**config.mk**
```make
export PLATFORM = sky130hd
export DESIGN_NAME = rational_arithmetic_unit
export DESIGN_NICKNAME = d
export VERILOG_FILES = /design/src/rtl/rau_pkg.sv /design/src/rtl/rau_cell.sv /design/src/rtl/rau_div_row.sv /design/src/rtl/rau_gcd.sv /design/src/rtl/rational_arithmetic_unit.sv
export SDC_FILE = /design/constraint.sdc
export NUM_CORES = 2
export LEC_CHECK = 0
export BUFFER_PORTS_ARGS = -buffer_cell sky130_fd_sc_hd__buf_4
export CAP_MARGIN = 10
export CORE_ASPECT_RATIO = 2
export CORE_MARGIN = 4
export CORE_UTILIZATION = 58
export DETAILED_ROUTE_END_ITERATION = 7
export PLACE_DENSITY = 0.78
export RECOVER_POWER = 25
export SETUP_SLACK_MARGIN = 0.2
export SYNTH_ARGS = -nofsm -noshare
export SYNTH_HDL_FRONTEND = slang
export SYNTH_SLANG_ARGS = --single-unit
```
**constraint.sdc**
```tcl
create_clock -name clk -period 15.1 [get_ports clk]
set_input_delay 3.02 -clock clk [delete_from_list [all_inputs] [get_ports clk]]
set_output_delay 3.02 -clock clk [all_outputs]
set_load 0.03 [all_outputs]
```
**src/rtl/rau_pkg.sv**
```systemverilog
`timescale 1ns / 1ps
`default_nettype none

package rau_pkg;

    localparam int OPERAND_W = 16;
    localparam int NUM_W     = 33;
    localparam int DEN_W     = 31;

    // Operands after sign normalization need one extra bit.
    localparam int OP_W   = OPERAND_W + 1;
    localparam int PROD_W = 2 * OP_W;
    localparam int SUM_W  = PROD_W + 1;
    localparam int MAG_W  = SUM_W - 1;
    localparam int CNT_W  = $clog2(MAG_W + 1);

    localparam logic [2:0] CMD_ADD     = 3'd0;
    localparam logic [2:0] CMD_SUB     = 3'd1;
    localparam logic [2:0] CMD_MUL     = 3'd2;
    localparam logic [2:0] CMD_DIV     = 3'd3;
    localparam logic [2:0] CMD_GREATER = 3'd4;
    localparam logic [2:0] CMD_LESS    = 3'd5;
    localparam logic [2:0] CMD_EQUAL   = 3'd6;
    localparam logic [2:0] CMD_REDUCE  = 3'd7;

    typedef struct packed {
        logic [2:0]                  command;
        logic signed [OPERAND_W-1:0] first_numerator;
        logic signed [OPERAND_W-1:0] first_denominator;
        logic signed [OPERAND_W-1:0] second_numerator;
        logic signed [OPERAND_W-1:0] second_denominator;
    } in_word_t;

    typedef struct packed {
        logic signed [NUM_W-1:0] result_numerator;
        logic [DEN_W-1:0]        result_denominator;
        logic                    compare_true;
        logic                    status;
    } out_word_t;

    typedef enum logic [3:0] {
        ST_IDLE,
        ST_MUL1,
        ST_MUL2,
        ST_MUL3,
        ST_SUM,
        ST_GCD,
        ST_DIV,
        ST_FORM,
        ST_DONE
    } state_t;

    typedef struct packed {
        logic load;
        logic step;
    } div_ctrl_t;

endpackage

`default_nettype wire

```
**src/rtl/rau_cell.sv**
```systemverilog
`timescale 1ns / 1ps
`default_nettype none

// One bit slice of a shift and subtract divider.
module rau_cell (
    input  wire logic               clk,
    input  wire rau_pkg::div_ctrl_t ctrl,
    input  wire logic               ge,
    input  wire logic               dividend_bit,
    input  wire logic               divisor_bit,
    input  wire logic               rem_in,
    input  wire logic               quo_in,
    input  wire logic               borrow_in,
    output logic                    rem_bit,
    output logic                    quo_bit,
    output logic                    borrow_out
);
    import rau_pkg::*;

    logic rem_reg;
    logic quo_reg;
    logic diff_bit;

    assign diff_bit   = rem_in ^ divisor_bit ^ borrow_in;
    assign borrow_out = (~rem_in & divisor_bit) | (~(rem_in ^ divisor_bit) & borrow_in);

    always_ff @(posedge clk)
    begin
        if (ctrl.load)
        begin
            rem_reg <= 1'b0;
            quo_reg <= dividend_bit;
        end
        else if (ctrl.step)
        begin
            rem_reg <= ge ? diff_bit : rem_in;
            quo_reg <= quo_in;
        end
    end

    assign rem_bit = rem_reg;
    assign quo_bit = quo_reg;

endmodule

`default_nettype wire

```
**src/rtl/rau_div_row.sv**
```systemverilog
`timescale 1ns / 1ps
`default_nettype none

module rau_div_row #(
    parameter int N = rau_pkg::MAG_W
) (
    input  wire logic               clk,
    input  wire rau_pkg::div_ctrl_t ctrl,
    input  wire logic [N-1:0]       dividend,
    input  wire logic [N-1:0]       divisor,
    output logic [N-1:0]            quotient
);
    import rau_pkg::*;

    logic [N-1:0] rem;
    logic [N-1:0] quo;
    logic [N:0]   borrow;
    logic [N-1:0] rem_in_v;
    logic [N-1:0] quo_in_v;
    logic         ge;

    // The remainder and quotient form one long shift line through the cells.
    assign borrow[0] = 1'b0;
    assign rem_in_v  = {rem[N-2:0], quo[N-1]};
    assign quo_in_v  = {quo[N-2:0], ge};
    assign ge        = rem[N-1] | ~borrow[N];

    for (genvar i = 0; i < N; i++)
    begin : g_cell
        rau_cell u_cell (
            .clk          (clk),
            .ctrl         (ctrl),
            .ge           (ge),
            .dividend_bit (dividend[i]),
            .divisor_bit  (divisor[i]),
            .rem_in       (rem_in_v[i]),
            .quo_in       (quo_in_v[i]),
            .borrow_in    (borrow[i]),
            .rem_bit      (rem[i]),
            .quo_bit      (quo[i]),
            .borrow_out   (borrow[i+1])
        );
    end

    assign quotient = quo;

endmodule

`default_nettype wire

```
**src/rtl/rau_gcd.sv**
```systemverilog
`timescale 1ns / 1ps
`default_nettype none

// Binary GCD, one step per cycle.
module rau_gcd #(
    parameter int N = rau_pkg::MAG_W
) (
    input  wire logic         clk,
    input  wire logic         rst_n,
    input  wire logic         start,
    input  wire logic [N-1:0] x,
    input  wire logic [N-1:0] y,
    output logic              done,
    output logic [N-1:0]      g
);
    import rau_pkg::*;

    localparam int K_W = $clog2(N + 1);

    logic           busy_reg, busy_next;
    logic [N-1:0]   x_reg, x_next;
    logic [N-1:0]   y_reg, y_next;
    logic [K_W-1:0] k_reg, k_next;

    assign done = busy_reg && ((x_reg == '0) || (y_reg == '0));
    assign g    = N'((x_reg | y_reg) << k_reg);

    always_comb
    begin
        busy_next = busy_reg;
        x_next    = x_reg;
        y_next    = y_reg;
        k_next    = k_reg;
        if (start)
        begin
            busy_next = 1'b1;
            x_next    = x;
            y_next    = y;
            k_next    = '0;
        end
        else if (done)
        begin
            busy_next = 1'b0;
        end
        else if (busy_reg)
        begin
            if (!x_reg[0] && !y_reg[0])
            begin
                x_next = x_reg >> 1;
                y_next = y_reg >> 1;
                k_next = k_reg + K_W'(1);
            end
            else if (!x_reg[0])
            begin
                x_next = x_reg >> 1;
            end
            else if (!y_reg[0])
            begin
                y_next = y_reg >> 1;
            end
            else if (x_reg >= y_reg)
            begin
                x_next = x_reg - y_reg;
            end
            else
            begin
                y_next = y_reg - x_reg;
            end
        end
    end

    always_ff @(posedge clk or negedge rst_n)
    begin
        if (!rst_n)
        begin
            busy_reg <= 1'b0;
        end
        else
        begin
            busy_reg <= busy_next;
        end
    end

    always_ff @(posedge clk)
    begin
        x_reg <= x_next;
        y_reg <= y_next;
        k_reg <= k_next;
    end

endmodule

`default_nettype wire

```
**src/rtl/rational_arithmetic_unit.sv**
```systemverilog
`timescale 1ns / 1ps
`default_nettype none

// An input error skips to the result; a comparison passes through the multiply states;
// a fraction result through them (a reduce skips them), the sum, binary GCD and the divider.
// One word is in work at a time; throughput is set by the GCD loop and the divider cell row.
// The result register lets a new word be taken while a finished result is still stalled.
// Reset (rst_n, asynchronous, active low) clears the sequencer and the result valid flag.
module rational_arithmetic_unit (
    input  wire logic               clk,
    input  wire logic               rst_n,
    input  wire logic               cmd_valid,
    output logic                    cmd_stall,
    input  wire rau_pkg::in_word_t  cmd_word,
    output logic                    res_valid,
    input  wire logic               res_stall,
    output rau_pkg::out_word_t      res_word
);
    import rau_pkg::*;

    state_t                    state_reg, state_next;
    logic [2:0]                cmd_reg, cmd_next;
    logic signed [OP_W-1:0]    a_reg, a_next, b_reg, b_next, c_reg, c_next, d_reg, d_next;
    logic signed [PROD_W-1:0]  m1_reg, m1_next, m2_reg, m2_next, m3_reg, m3_next;
    logic                      neg_reg, neg_next;
    logic [MAG_W-1:0]          nm_reg, nm_next, dm_reg, dm_next, g_reg, g_next;
    logic [CNT_W-1:0]          cnt_reg, cnt_next;
    out_word_t                 pend_reg, pend_next, out_reg, out_next;
    logic                      out_valid_reg, out_valid_next;

    logic signed [OP_W-1:0]    mx, my;
    logic signed [PROD_W-1:0]  prod;
    logic signed [SUM_W-1:0]   sum;
    logic [SUM_W-1:0]          sum_abs;
    logic [PROD_W-1:0]         den_abs;
    logic signed [OP_W-1:0]    in_a, in_b, in_c, in_d;
    logic                      gcd_start, gcd_done;
    logic [MAG_W-1:0]          gcd_g;
    div_ctrl_t                 div_ctrl;
    logic [MAG_W-1:0]          qn, qd;
    logic signed [MAG_W:0]     sq;
    out_word_t                 err_word;

    assign prod      = mx * my;
    assign cmd_stall = (state_reg != ST_IDLE);
    assign res_valid = out_valid_reg;
    assign res_word  = out_reg;

    assign err_word = '{result_numerator: '0, result_denominator: '0,
                        compare_true: 1'b0, status: 1'b1};

    always_comb
    begin
        in_a = OP_W'(cmd_word.first_numerator);
        in_b = OP_W'(cmd_word.first_denominator);
        in_c = OP_W'(cmd_word.second_numerator);
        in_d = OP_W'(cmd_word.second_denominator);
        // Move each denominator sign into its numerator; the reduced value is unchanged.
        if (cmd_word.first_denominator < 0)
        begin
            in_a = -in_a;
            in_b = -in_b;
        end
        if (cmd_word.second_denominator < 0)
        begin
            in_c = -in_c;
            in_d = -in_d;
        end
    end

    always_comb
    begin
        case (cmd_reg)
            CMD_ADD: sum = SUM_W'(m1_reg) + SUM_W'(m2_reg);
            CMD_SUB: sum = SUM_W'(m1_reg) - SUM_W'(m2_reg);
            default: sum = SUM_W'(m1_reg);
        endcase
        sum_abs = sum[SUM_W-1] ? SUM_W'(-sum) : SUM_W'(sum);
        den_abs = m3_reg[PROD_W-1] ? PROD_W'(-m3_reg) : PROD_W'(m3_reg);
        sq = neg_reg ? -$signed({1'b0, qn}) : $signed({1'b0, qn});
    end

    always_comb
    begin
        state_next     = state_reg;
        cmd_next       = cmd_reg;
        a_next         = a_reg;
        b_next         = b_reg;
        c_next         = c_reg;
        d_next         = d_reg;
        m1_next        = m1_reg;
        m2_next        = m2_reg;
        m3_next        = m3_reg;
        neg_next       = neg_reg;
        nm_next        = nm_reg;
        dm_next        = dm_reg;
        g_next         = g_reg;
        cnt_next       = cnt_reg;
        pend_next      = pend_reg;
        out_next       = out_reg;
        out_valid_next = out_valid_reg && res_stall;
        mx             = a_reg;
        my             = d_reg;
        gcd_start      = 1'b0;
        div_ctrl       = '{load: 1'b0, step: 1'b0};

        case (state_reg)
            ST_IDLE:
            begin
                if (cmd_valid)
                begin
                    cmd_next = cmd_word.command;
                    a_next   = in_a;
                    b_next   = in_b;
                    c_next   = in_c;
                    d_next   = in_d;
                    m1_next  = PROD_W'(in_a);
                    m3_next  = PROD_W'(in_b);
                    if ((cmd_word.first_denominator == '0) ||
                        ((cmd_word.command != CMD_REDUCE) &&
                         (cmd_word.second_denominator == '0)))
                    begin
                        pend_next  = err_word;
                        state_next = ST_DONE;
                    end
                    else if (cmd_word.command == CMD_REDUCE)
                    begin
                        state_next = ST_SUM;
                    end
                    else
                    begin
                        state_next = ST_MUL1;
                    end
                end
            end
            ST_MUL1:
            begin
                mx      = a_reg;
                my      = (cmd_reg == CMD_MUL) ? c_reg : d_reg;
                m1_next = prod;
                if ((cmd_reg == CMD_MUL) || (cmd_reg == CMD_DIV))
                    state_next = ST_MUL3;
                else
                    state_next = ST_MUL2;
            end
            ST_MUL2:
            begin
                mx      = c_reg;
                my      = b_reg;
                m2_next = prod;
                if ((cmd_reg == CMD_GREATER) || (cmd_reg == CMD_LESS) ||
                    (cmd_reg == CMD_EQUAL))
                begin
                    pend_next = '0;
                    case (cmd_reg)
                        CMD_GREATER: pend_next.compare_true = (prod < m1_reg);
                        CMD_LESS:    pend_next.compare_true = (m1_reg < prod);
                        default:     pend_next.compare_true = (m1_reg == prod);
                    endcase
                    state_next = ST_DONE;
                end
                else
                begin
                    state_next = ST_MUL3;
                end
            end
            ST_MUL3:
            begin
                mx         = b_reg;
                my         = (cmd_reg == CMD_DIV) ? c_reg : d_reg;
                m3_next    = prod;
                state_next = ST_SUM;
            end
            ST_SUM:
            begin
                if (m3_reg == '0)
                begin
                    pend_next  = err_word;
                    state_next = ST_DONE;
                end
                else
                begin
                    neg_next   = sum[SUM_W-1] ^ m3_reg[PROD_W-1];
                    nm_next    = MAG_W'(sum_abs);
                    dm_next    = MAG_W'(den_abs);
                    gcd_start  = 1'b1;
                    state_next = ST_GCD;
                end
            end
            ST_GCD:
            begin
                if (gcd_done)
                begin
                    g_next        = gcd_g;
                    div_ctrl.load = 1'b1;
                    cnt_next      = '0;
                    state_next    = ST_DIV;
                end
            end
            ST_DIV:
            begin
                div_ctrl.step = 1'b1;
                cnt_next      = cnt_reg + CNT_W'(1);
                if (cnt_reg == CNT_W'(MAG_W - 1))
                    state_next = ST_FORM;
            end
            ST_FORM:
            begin
                pend_next = '0;
                if (qn == '0)
                begin
                    pend_next.result_denominator = DEN_W'(1);
                end
                else
                begin
                    pend_next.result_numerator   = NUM_W'(sq);
                    pend_next.result_denominator = DEN_W'(qd);
                end
                state_next = ST_DONE;
            end
            ST_DONE:
            begin
                if (!out_valid_reg || !res_stall)
                begin
                    out_next       = pend_reg;
                    out_valid_next = 1'b1;
                    state_next     = ST_IDLE;
                end
            end
            default:
            begin
                state_next = ST_IDLE;
            end
        endcase
    end

    rau_gcd #(.N(MAG_W)) u_gcd (
        .clk   (clk),
        .rst_n (rst_n),
        .start (gcd_start),
        .x     (nm_next),
        .y     (dm_next),
        .done  (gcd_done),
        .g     (gcd_g)
    );

    rau_div_row #(.N(MAG_W)) u_row_num (
        .clk      (clk),
        .ctrl     (div_ctrl),
        .dividend (nm_reg),
        .divisor  (g_reg),
        .quotient (qn)
    );

    rau_div_row #(.N(MAG_W)) u_row_den (
        .clk      (clk),
        .ctrl     (div_ctrl),
        .dividend (dm_reg),
        .divisor  (g_reg),
        .quotient (qd)
    );

    always_ff @(posedge clk or negedge rst_n)
    begin
        if (!rst_n)
        begin
            state_reg     <= ST_IDLE;
            out_valid_reg <= 1'b0;
        end
        else
        begin
            state_reg     <= state_next;
            out_valid_reg <= out_valid_next;
        end
    end

    always_ff @(posedge clk)
    begin
        cmd_reg  <= cmd_next;
        a_reg    <= a_next;
        b_reg    <= b_next;
        c_reg    <= c_next;
        d_reg    <= d_next;
        m1_reg   <= m1_next;
        m2_reg   <= m2_next;
        m3_reg   <= m3_next;
        neg_reg  <= neg_next;
        nm_reg   <= nm_next;
        dm_reg   <= dm_next;
        g_reg    <= g_next;
        cnt_reg  <= cnt_next;
        pend_reg <= pend_next;
        out_reg  <= out_next;
    end

    a_accept_busy: assert property (@(posedge clk) disable iff (!rst_n)
        cmd_valid && !cmd_stall |=> cmd_stall)
        else $error("input taken but sequencer did not leave idle");

    a_error_zero: assert property (@(posedge clk) disable iff (!rst_n)
        res_valid && res_word.status |->
            (res_word.result_numerator == '0) && (res_word.result_denominator == '0) &&
            !res_word.compare_true)
        else $error("error word carries nonzero fields");

    a_compare_zero: assert property (@(posedge clk) disable iff (!rst_n)
        res_valid && res_word.compare_true |->
            (res_word.result_denominator == '0) && !res_word.status)
        else $error("comparison word carries a fraction");

    a_div_count: assert property (@(posedge clk) disable iff (!rst_n)
        (state_reg == ST_DIV) |-> (cnt_reg < CNT_W'(MAG_W)))
        else $error("divider step count overran");

endmodule

`default_nettype wire
```
# Word-level counts from Yosys, hierarchy flattened
# Cells that the tools add are included.
# W data, S select, Z words.
[word_totals]
reg_bits = 630
inputBits = 71
output_inout_bits = 68
[op_classes]
n_addsub = 13
n_mul = 1
n_lt_le_gt_ge = 5
n_eq_ne = 29
shifts = 1
mux = 267
bitwise = 476
n_reduce_logical = 45
[ops]
columns = ["operator", "count"]
rows = [
  ["$mux W34", 22],
  ["$mux W66", 4],
  ["$pmux W66 S4", 1],
  ["$mux W1", 214],
  ["$not A1 Y1", 138],
  ["$logic_not A34 Y1", 4],
  ["$pmux W34 S2", 2],
  ["$xor A1 B1 Y1", 135],
  ["$and A1 B1 Y1", 134],
  ["$mux W17", 6],
  ["$pmux W35 S2", 1],
  ["$lt A34 B34 Y1", 2],
  ["$neg A16 Y17", 4],
  ["$neg A34 Y34", 2],
  ["$or A1 B1 Y1", 68],
  ["$sub A34 B34 Y34", 2],
  ["$mux W33", 2],
  ["$pmux W17 S3", 1],
  ["$pmux W4 S9", 1],
  ["$add A34 B34 Y35", 1],
  ["$sub A34 B34 Y35", 1],
  ["$eq A34 B34 Y1", 1],
  ["$ge A34 B34 Y1", 1],
  ["$mul A17 B17 Y34", 1],
  ["36 further kinds", 89],
]

# Depth between registers and ports, before layout
[logic_depth]
word_depth = 72
ltp_mapped = 45
mapped_depth_nobuf = 43

# Cells and area by module
# From an unflattened synthesis, not the netlist that was laid out.
[unflattened]
hier_cells = 5317
hier_area_um2 = 51179.1
[modules_own_cells]
columns = ["mod", "n_inst", "cells_per_inst", "area_each_um2"]
rows = [
  ["rational_arithmetic_unit", 1, 3358, 33024.2],
  ["rau_gcd", 1, 1275, 10222.3],
  ["rau_cell", 68, 10, 116.4],
  ["rau_div_row", 2, 2, 10.0],
]

# Worst setup path after synthesis
# Ideal clock, no wire load.
[synth_path]
path_type = "reg-to-reg"
from = "register g_reg[0]"
to = "register u_row_den.g_cell[16].u_cell.rem_reg"
setup_ns = 0.180
arrival_time_ns = 14.007
slack_ns = 0.914
stages_incl_launch_ff = 44
period_less_slack_ns = 14.186
cell_sequence = "edfxtp_1 ha_1 inv_1 fa_1 inv_1 fa_1 fa_1 fa_1 fa_1 fa_1 fa_1 fa_1 fa_1 fa_1 fa_1 fa_1 fa_1 fa_1 (+8 left out) fa_1 fa_1 fa_1 fa_1 fa_1 fa_1 fa_1 fa_1 fa_1 fa_1 fa_1 nand2b_1 clkbuf_1 clkbuf_1 buf_1 a211oi_1 a21oi_1 nor2_1"
[synth_between]
elab_chain_len = 70
elab_cells_between_ends = 71
cone_classes = "mux (1); bitwise (70)"
[synth_rtl]
columns = ["element", "line", "source"]
rows = [
  ["start: declaration", "rational_arithmetic_unit.sv:26", "logic [MAG_W-1:0] nm_reg, nm_next, dm_reg, dm_next, g_reg, g_next;"],
  ["start signal: assignment", "rational_arithmetic_unit.sv:290", "g_reg <= g_next;"],
  ["$and A1 B1 Y1 * (2 in a row)", "rau_cell.sv:25", "assign borrow_out = (~rem_in & divisor_bit) | (~(rem_in ^ divisor_bit) & borrow_in);"],
  ["$or A1 B1 Y1 *", "rau_cell.sv:25", ""],
  ["$and A1 B1 Y1 *", "rau_cell.sv:25", ""],
  ["$or A1 B1 Y1 *", "rau_cell.sv:25", ""],
  ["$and A1 B1 Y1 *", "rau_cell.sv:25", ""],
  ["$or A1 B1 Y1 *", "rau_cell.sv:25", ""],
  ["$and A1 B1 Y1 *", "rau_cell.sv:25", ""],
  ["$or A1 B1 Y1 *", "rau_cell.sv:25", ""],
  ["(+53 left out)", "--", ""],
  ["$or A1 B1 Y1", "rau_cell.sv:25", ""],
  ["$and A1 B1 Y1", "rau_cell.sv:25", ""],
  ["$or A1 B1 Y1", "rau_cell.sv:25", ""],
  ["$and A1 B1 Y1", "rau_cell.sv:25", ""],
  ["$or A1 B1 Y1", "rau_cell.sv:25", ""],
  ["$not A1 Y1", "rau_div_row.sv:26", "assign ge = rem[N-1] | ~borrow[N];"],
  ["$or A1 B1 Y1", "rau_div_row.sv:26", ""],
  ["$mux W1 *", "rau_cell.sv:36", "rem_reg <= ge ? diff_bit : rem_in;"],
  ["end signal: assignment", "rau_cell.sv:36", ""],
  ["end: declaration", "rau_cell.sv:20", "logic rem_reg;"],
]
# Every way passes the cells marked *; elsewhere a longest branch is shown, timed or not.
# A chain may end at the register's enable or synchronous reset.

# Final worst setup path
[layout_path]
from = "register u_row_num.g_cell[33].u_cell.quo_reg"
to = "register u_row_num.g_cell[15].u_cell.rem_reg"
[layout_between]
elab_chain_len = 71
elab_cells_between_ends = 72
cone_classes = "mux (1); bitwise (71)"
[layout_rtl]
columns = ["element", "line", "source"]
rows = [
  ["start: declaration", "rau_cell.sv:21", "logic quo_reg;"],
  ["start signal: assignment", "rau_cell.sv:32", "quo_reg <= dividend_bit;"],
  ["start signal: assignment", "rau_cell.sv:37", "quo_reg <= quo_in;"],
  ["$not A1 Y1 *", "rau_cell.sv:25", ""],
  ["$and A1 B1 Y1 * (2 in a row)", "rau_cell.sv:25", ""],
  ["$or A1 B1 Y1 *", "rau_cell.sv:25", ""],
  ["$and A1 B1 Y1 *", "rau_cell.sv:25", ""],
  ["$or A1 B1 Y1 *", "rau_cell.sv:25", ""],
  ["$and A1 B1 Y1 *", "rau_cell.sv:25", ""],
  ["$or A1 B1 Y1 *", "rau_cell.sv:25", ""],
  ["$and A1 B1 Y1 *", "rau_cell.sv:25", ""],
  ["(+54 left out)", "--", ""],
  ["$or A1 B1 Y1", "rau_cell.sv:25", ""],
  ["$and A1 B1 Y1", "rau_cell.sv:25", ""],
  ["$or A1 B1 Y1", "rau_cell.sv:25", ""],
  ["$and A1 B1 Y1", "rau_cell.sv:25", ""],
  ["$or A1 B1 Y1", "rau_cell.sv:25", ""],
  ["$not A1 Y1", "rau_div_row.sv:26", ""],
  ["$or A1 B1 Y1", "rau_div_row.sv:26", ""],
  ["$mux W1 *", "rau_cell.sv:36", ""],
  ["end signal: assignment", "rau_cell.sv:36", ""],
  ["end: declaration", "rau_cell.sv:20", ""],
]
# Marked as above.

==> flow_metrics.py <==
metrics = {
    "cts": {
        "cts_tree": "yes",
        "clock-sinks": 630,
        "cts_root_buf": "clkbuf_16",
        "cts.htree.levels": 2,
        "clk_latency_ps": 700,
        "cts_max_path_buffers": 3,
        "cts.clk_slew.worst_paths_ps": 70,
        "cts_made_buffers": 59,
    },
    "power_and_ir_drop": {
        "internal-power_mw": 2.67,
        "switching_power_mw": 0.778,
        "power_density_nw_per_um2": 64.4,
        "p_seq_frac": 0.537,
        "combPwrFrac": 0.021,
        "p_clk_frac": 0.442,
        "swShare": 0.226,
        "ir_drop_mv": 0.0891,
        "p_leak_nw": 21.2,
    },
    "timing": {
        "setup_viol": 0,
        "slew_headroom": -1.48,
        "slew_viol_final": 308,
        "hold_violations": 0,
        "rsz0062_at_grt": "no",
        "tns_ps": 0,
        "fin_skew_ps": 35.9,
        "fin_crit_sh": 0.966,
        "tightest_slew_ps": 3720,
        "clock.fmax_ghz": 0.0686,
        "fin_crit_ps": 14590,
    },
    "floorplan": {
        "fp.coreArea_sq_um": 84600,
        "die_w_microns": 214,
        "die-area_sq_um": 90100,
        "die_y_microns": 420,
        "pin_count": 139,
        "start_util": 0.583,
        "placement_rows": 151,
    },
    "detailed_routing": {
        "vias": 39493,
        "first_iter_violations": 2782,
        "wire_per_inst_microns": 27.0,
        "ant_nets": 0,
        "drc": 0,
        "drt-total-wl_microns": 169000,
        "viasPerCell": 6.30,
        "dr.pass1.iters": 7,
    },
    "critical_path": {
        "crit_slowest_cell": "fa_1",
        "cp_data_required_time_ps": 15710,
        "slowest_delay_ps": 420,
        "crit_path_frequent_cell": "fa_1",
        "cp-end-kind": "flip-flop",
        "reg2reg_from": "u_row_num.g_cell[33].u_cell.quo_bit",
        "critPathArrivalTime_ps": 15200,
        "critPathMaxFanout": 9,
        "worstSetupStartpointType": "flip-flop",
        "crit_type": "flip-flop to flip-flop",
        "cp-startpoint": "u_row_num.g_cell[33].u_cell.quo_bit",
    },
    "synthesis": {
        "synth_edf_count": 482,
        "yosysSeqAreaShare": 0.354,
        "synthDistinctLibCells": 82,
        "synth-simple-area-share": 0.138,
        "synth_largest_area_cell": "edfxtp_1",
        "synth.cell_area_sq_um": 49300,
        "yosysWarnings": 0,
        "synth_seq_cells": 630,
        "synth_xor_xnor_area_share": 0.0531,
        "synthFlopType": "edfxtp_1",
        "async_flop_share": 0.00952,
        "ys_top_cells_by_area": "edfxtp_1 29%, fa_1 15%, ha_1 6.8%",
        "synthAdderAreaFrac": 0.216,
        "yosysMostFrequentCell": "nor2_1",
        "synthCells": 5114,
        "synth_top_family_by_area": "adder cells",
        "synth.top_cell.area_share": 0.293,
        "syn_area_per_cell_sq_um": 9.65,
        "synth_compound_area_frac": 0.141,
        "ys_top_cells_by_count": "595 x nor2_1, 549 x inv_1, 482 x edfxtp_1",
        "synth.mux.area_fraction": 0.0358,
    },
    "placement": {
        "dp_hpwl_microns": 135000,
        "portBuffers": 138,
        "gp_congestion": 1.05,
    },
    "grt": {
        "grt_first_pass_wirelength_microns": 245000,
        "grt_max_degree": 89,
        "grt.total_usage": 0.367,
        "grt_overflow": 0,
        "grt_pass1_vias": 40892,
        "antenna_found_initial": 10,
    },
    "run_status": {
        "violations": "max-capacitance violations, max-slew violations",
        "outcome": "finished with violations",
    },
    "final_layout": {
        "final_util": 0.632,
        "final.fill_count": 7063,
        "final_nets": 5838,
        "area_growth_pct": 8.35,
        "drive_above_1_share": 0.0877,
    },
    "worst_hold_path": {
        "hold_path.class": "flip-flop to flip-flop",
        "min_from": "pend_reg[32]",
    },
    "job": {
        "max-cap-violations": 7,
    },
}
metrics by stage:
stage               cell area (sq um)  power [mW]  cells  setup slack [ps]  hold slack, ps
finish                          53500        3.44   6264               512             419
global route                    53500        3.52   6259               133             424
CTS                             53300        3.45   6248               516             417
detailed placement              51400        1.96   6136               545             405
global placement                51400        1.96   6136               685             403
floorplan                       49300        1.92   5115               914             400
layout make-up:
cell class | count | area (sq um) | area share
multi-input combinational | 3674 | 28900 | 0.541
sequential | 630 | 17500 | 0.327
inverter | 553 | 2080 | 0.0389
timing repair buffer | 217 | 1690 | 0.0317
clock buffer | 68 | 1540 | 0.0289
tap | 1071 | 1340 | 0.0251
clock inverter | 44 | 413 | 0.00772
antenna | 7 | 17.5 | 0.000328
critical path: cells and delay by family (launching register included):
| kind | cells | cell delay (ps) |
|---|---|---|
| adder cells (fa/ha/maj) | 34 | 12990 |
| AO/OA/AOI/OAI | 2 | 440 |
| flip-flops | 1 | 370 |
| AND/OR/NAND/NOR | 3 | 350 |
| buffers and inverters | 4 | 360 |
worst paths after layout:
path / slack [ps] / cells after the start / endpoint
worst max-delay path: 510 / 43 / u_row_num.g_cell[15].u_cell.rem_bit
worst min-delay path: 420 / 0 / res_word[32]
worst max register to register: 510 / 43 / u_row_num.g_cell[15].u_cell.rem_bit
worst min register to register: 420 / 0 / res_word[32]
max in group asynchronous: 12540 / 1 / res_valid
min in group asynchronous: 2240 / 1 / u_gcd.busy_reg
routing by layer:
layer  global-route usage  wire length [microns]  vias up
li1                     -                      -    17657
met1                0.298                  47100    19099
met2                0.680                  87100     1766
met3               0.0661                   8700      969
met4                0.422                  26100        2
met5                    0                     10        -
cells by family after synthesis:
kind of cell             count (synthesis)
AO/OA/AOI/OAI                         1087
XOR/XNOR                               299
adder cells (fa/ha/maj)                632
buffers and inverters                  811
flip-flops                             630
multiplexers                           141
other                                    1
AND/OR/NAND/NOR                       1513
repair_timing:
| item | in CTS | in global routing |
|---|---|---|
| endpoints found under the setup margin | 0 | 68 |
| gates resized for setup | 0 | 7 |
| buffers inserted | 0 | 0 |
| hold buffers | 0 | 0 |
power groups by stage:
stage / combinational, mW / clock (mW) / sequential (mW)
after floorplan: 0.0337 / 0 / 1.89
after global placement: 0.0707 / 0 / 1.89
after detailed placement: 0.0724 / 0 / 1.89
after CTS: 0.0727 / 1.53 / 1.85
after global routing: 0.0783 / 1.60 / 1.85
final: 0.0729 / 1.52 / 1.85
cells in the final DEF, fill, tap and decap left out, drive strengths merged, types with 53 or more instances in the layout:
cell / count
a211oi: 121
buf: 193
a21o: 91
xor2: 115
and3: 53
o21ai: 155
nand2: 451
edfxtp: 482
inv: 557
clkbuf: 92
xnor2: 184
fa: 365
a21oi: 407
ha: 267
mux2: 75
nor3: 78
dfxtp: 142
nor2: 595
Note: power is estimated with default switching activity, not from simulation.
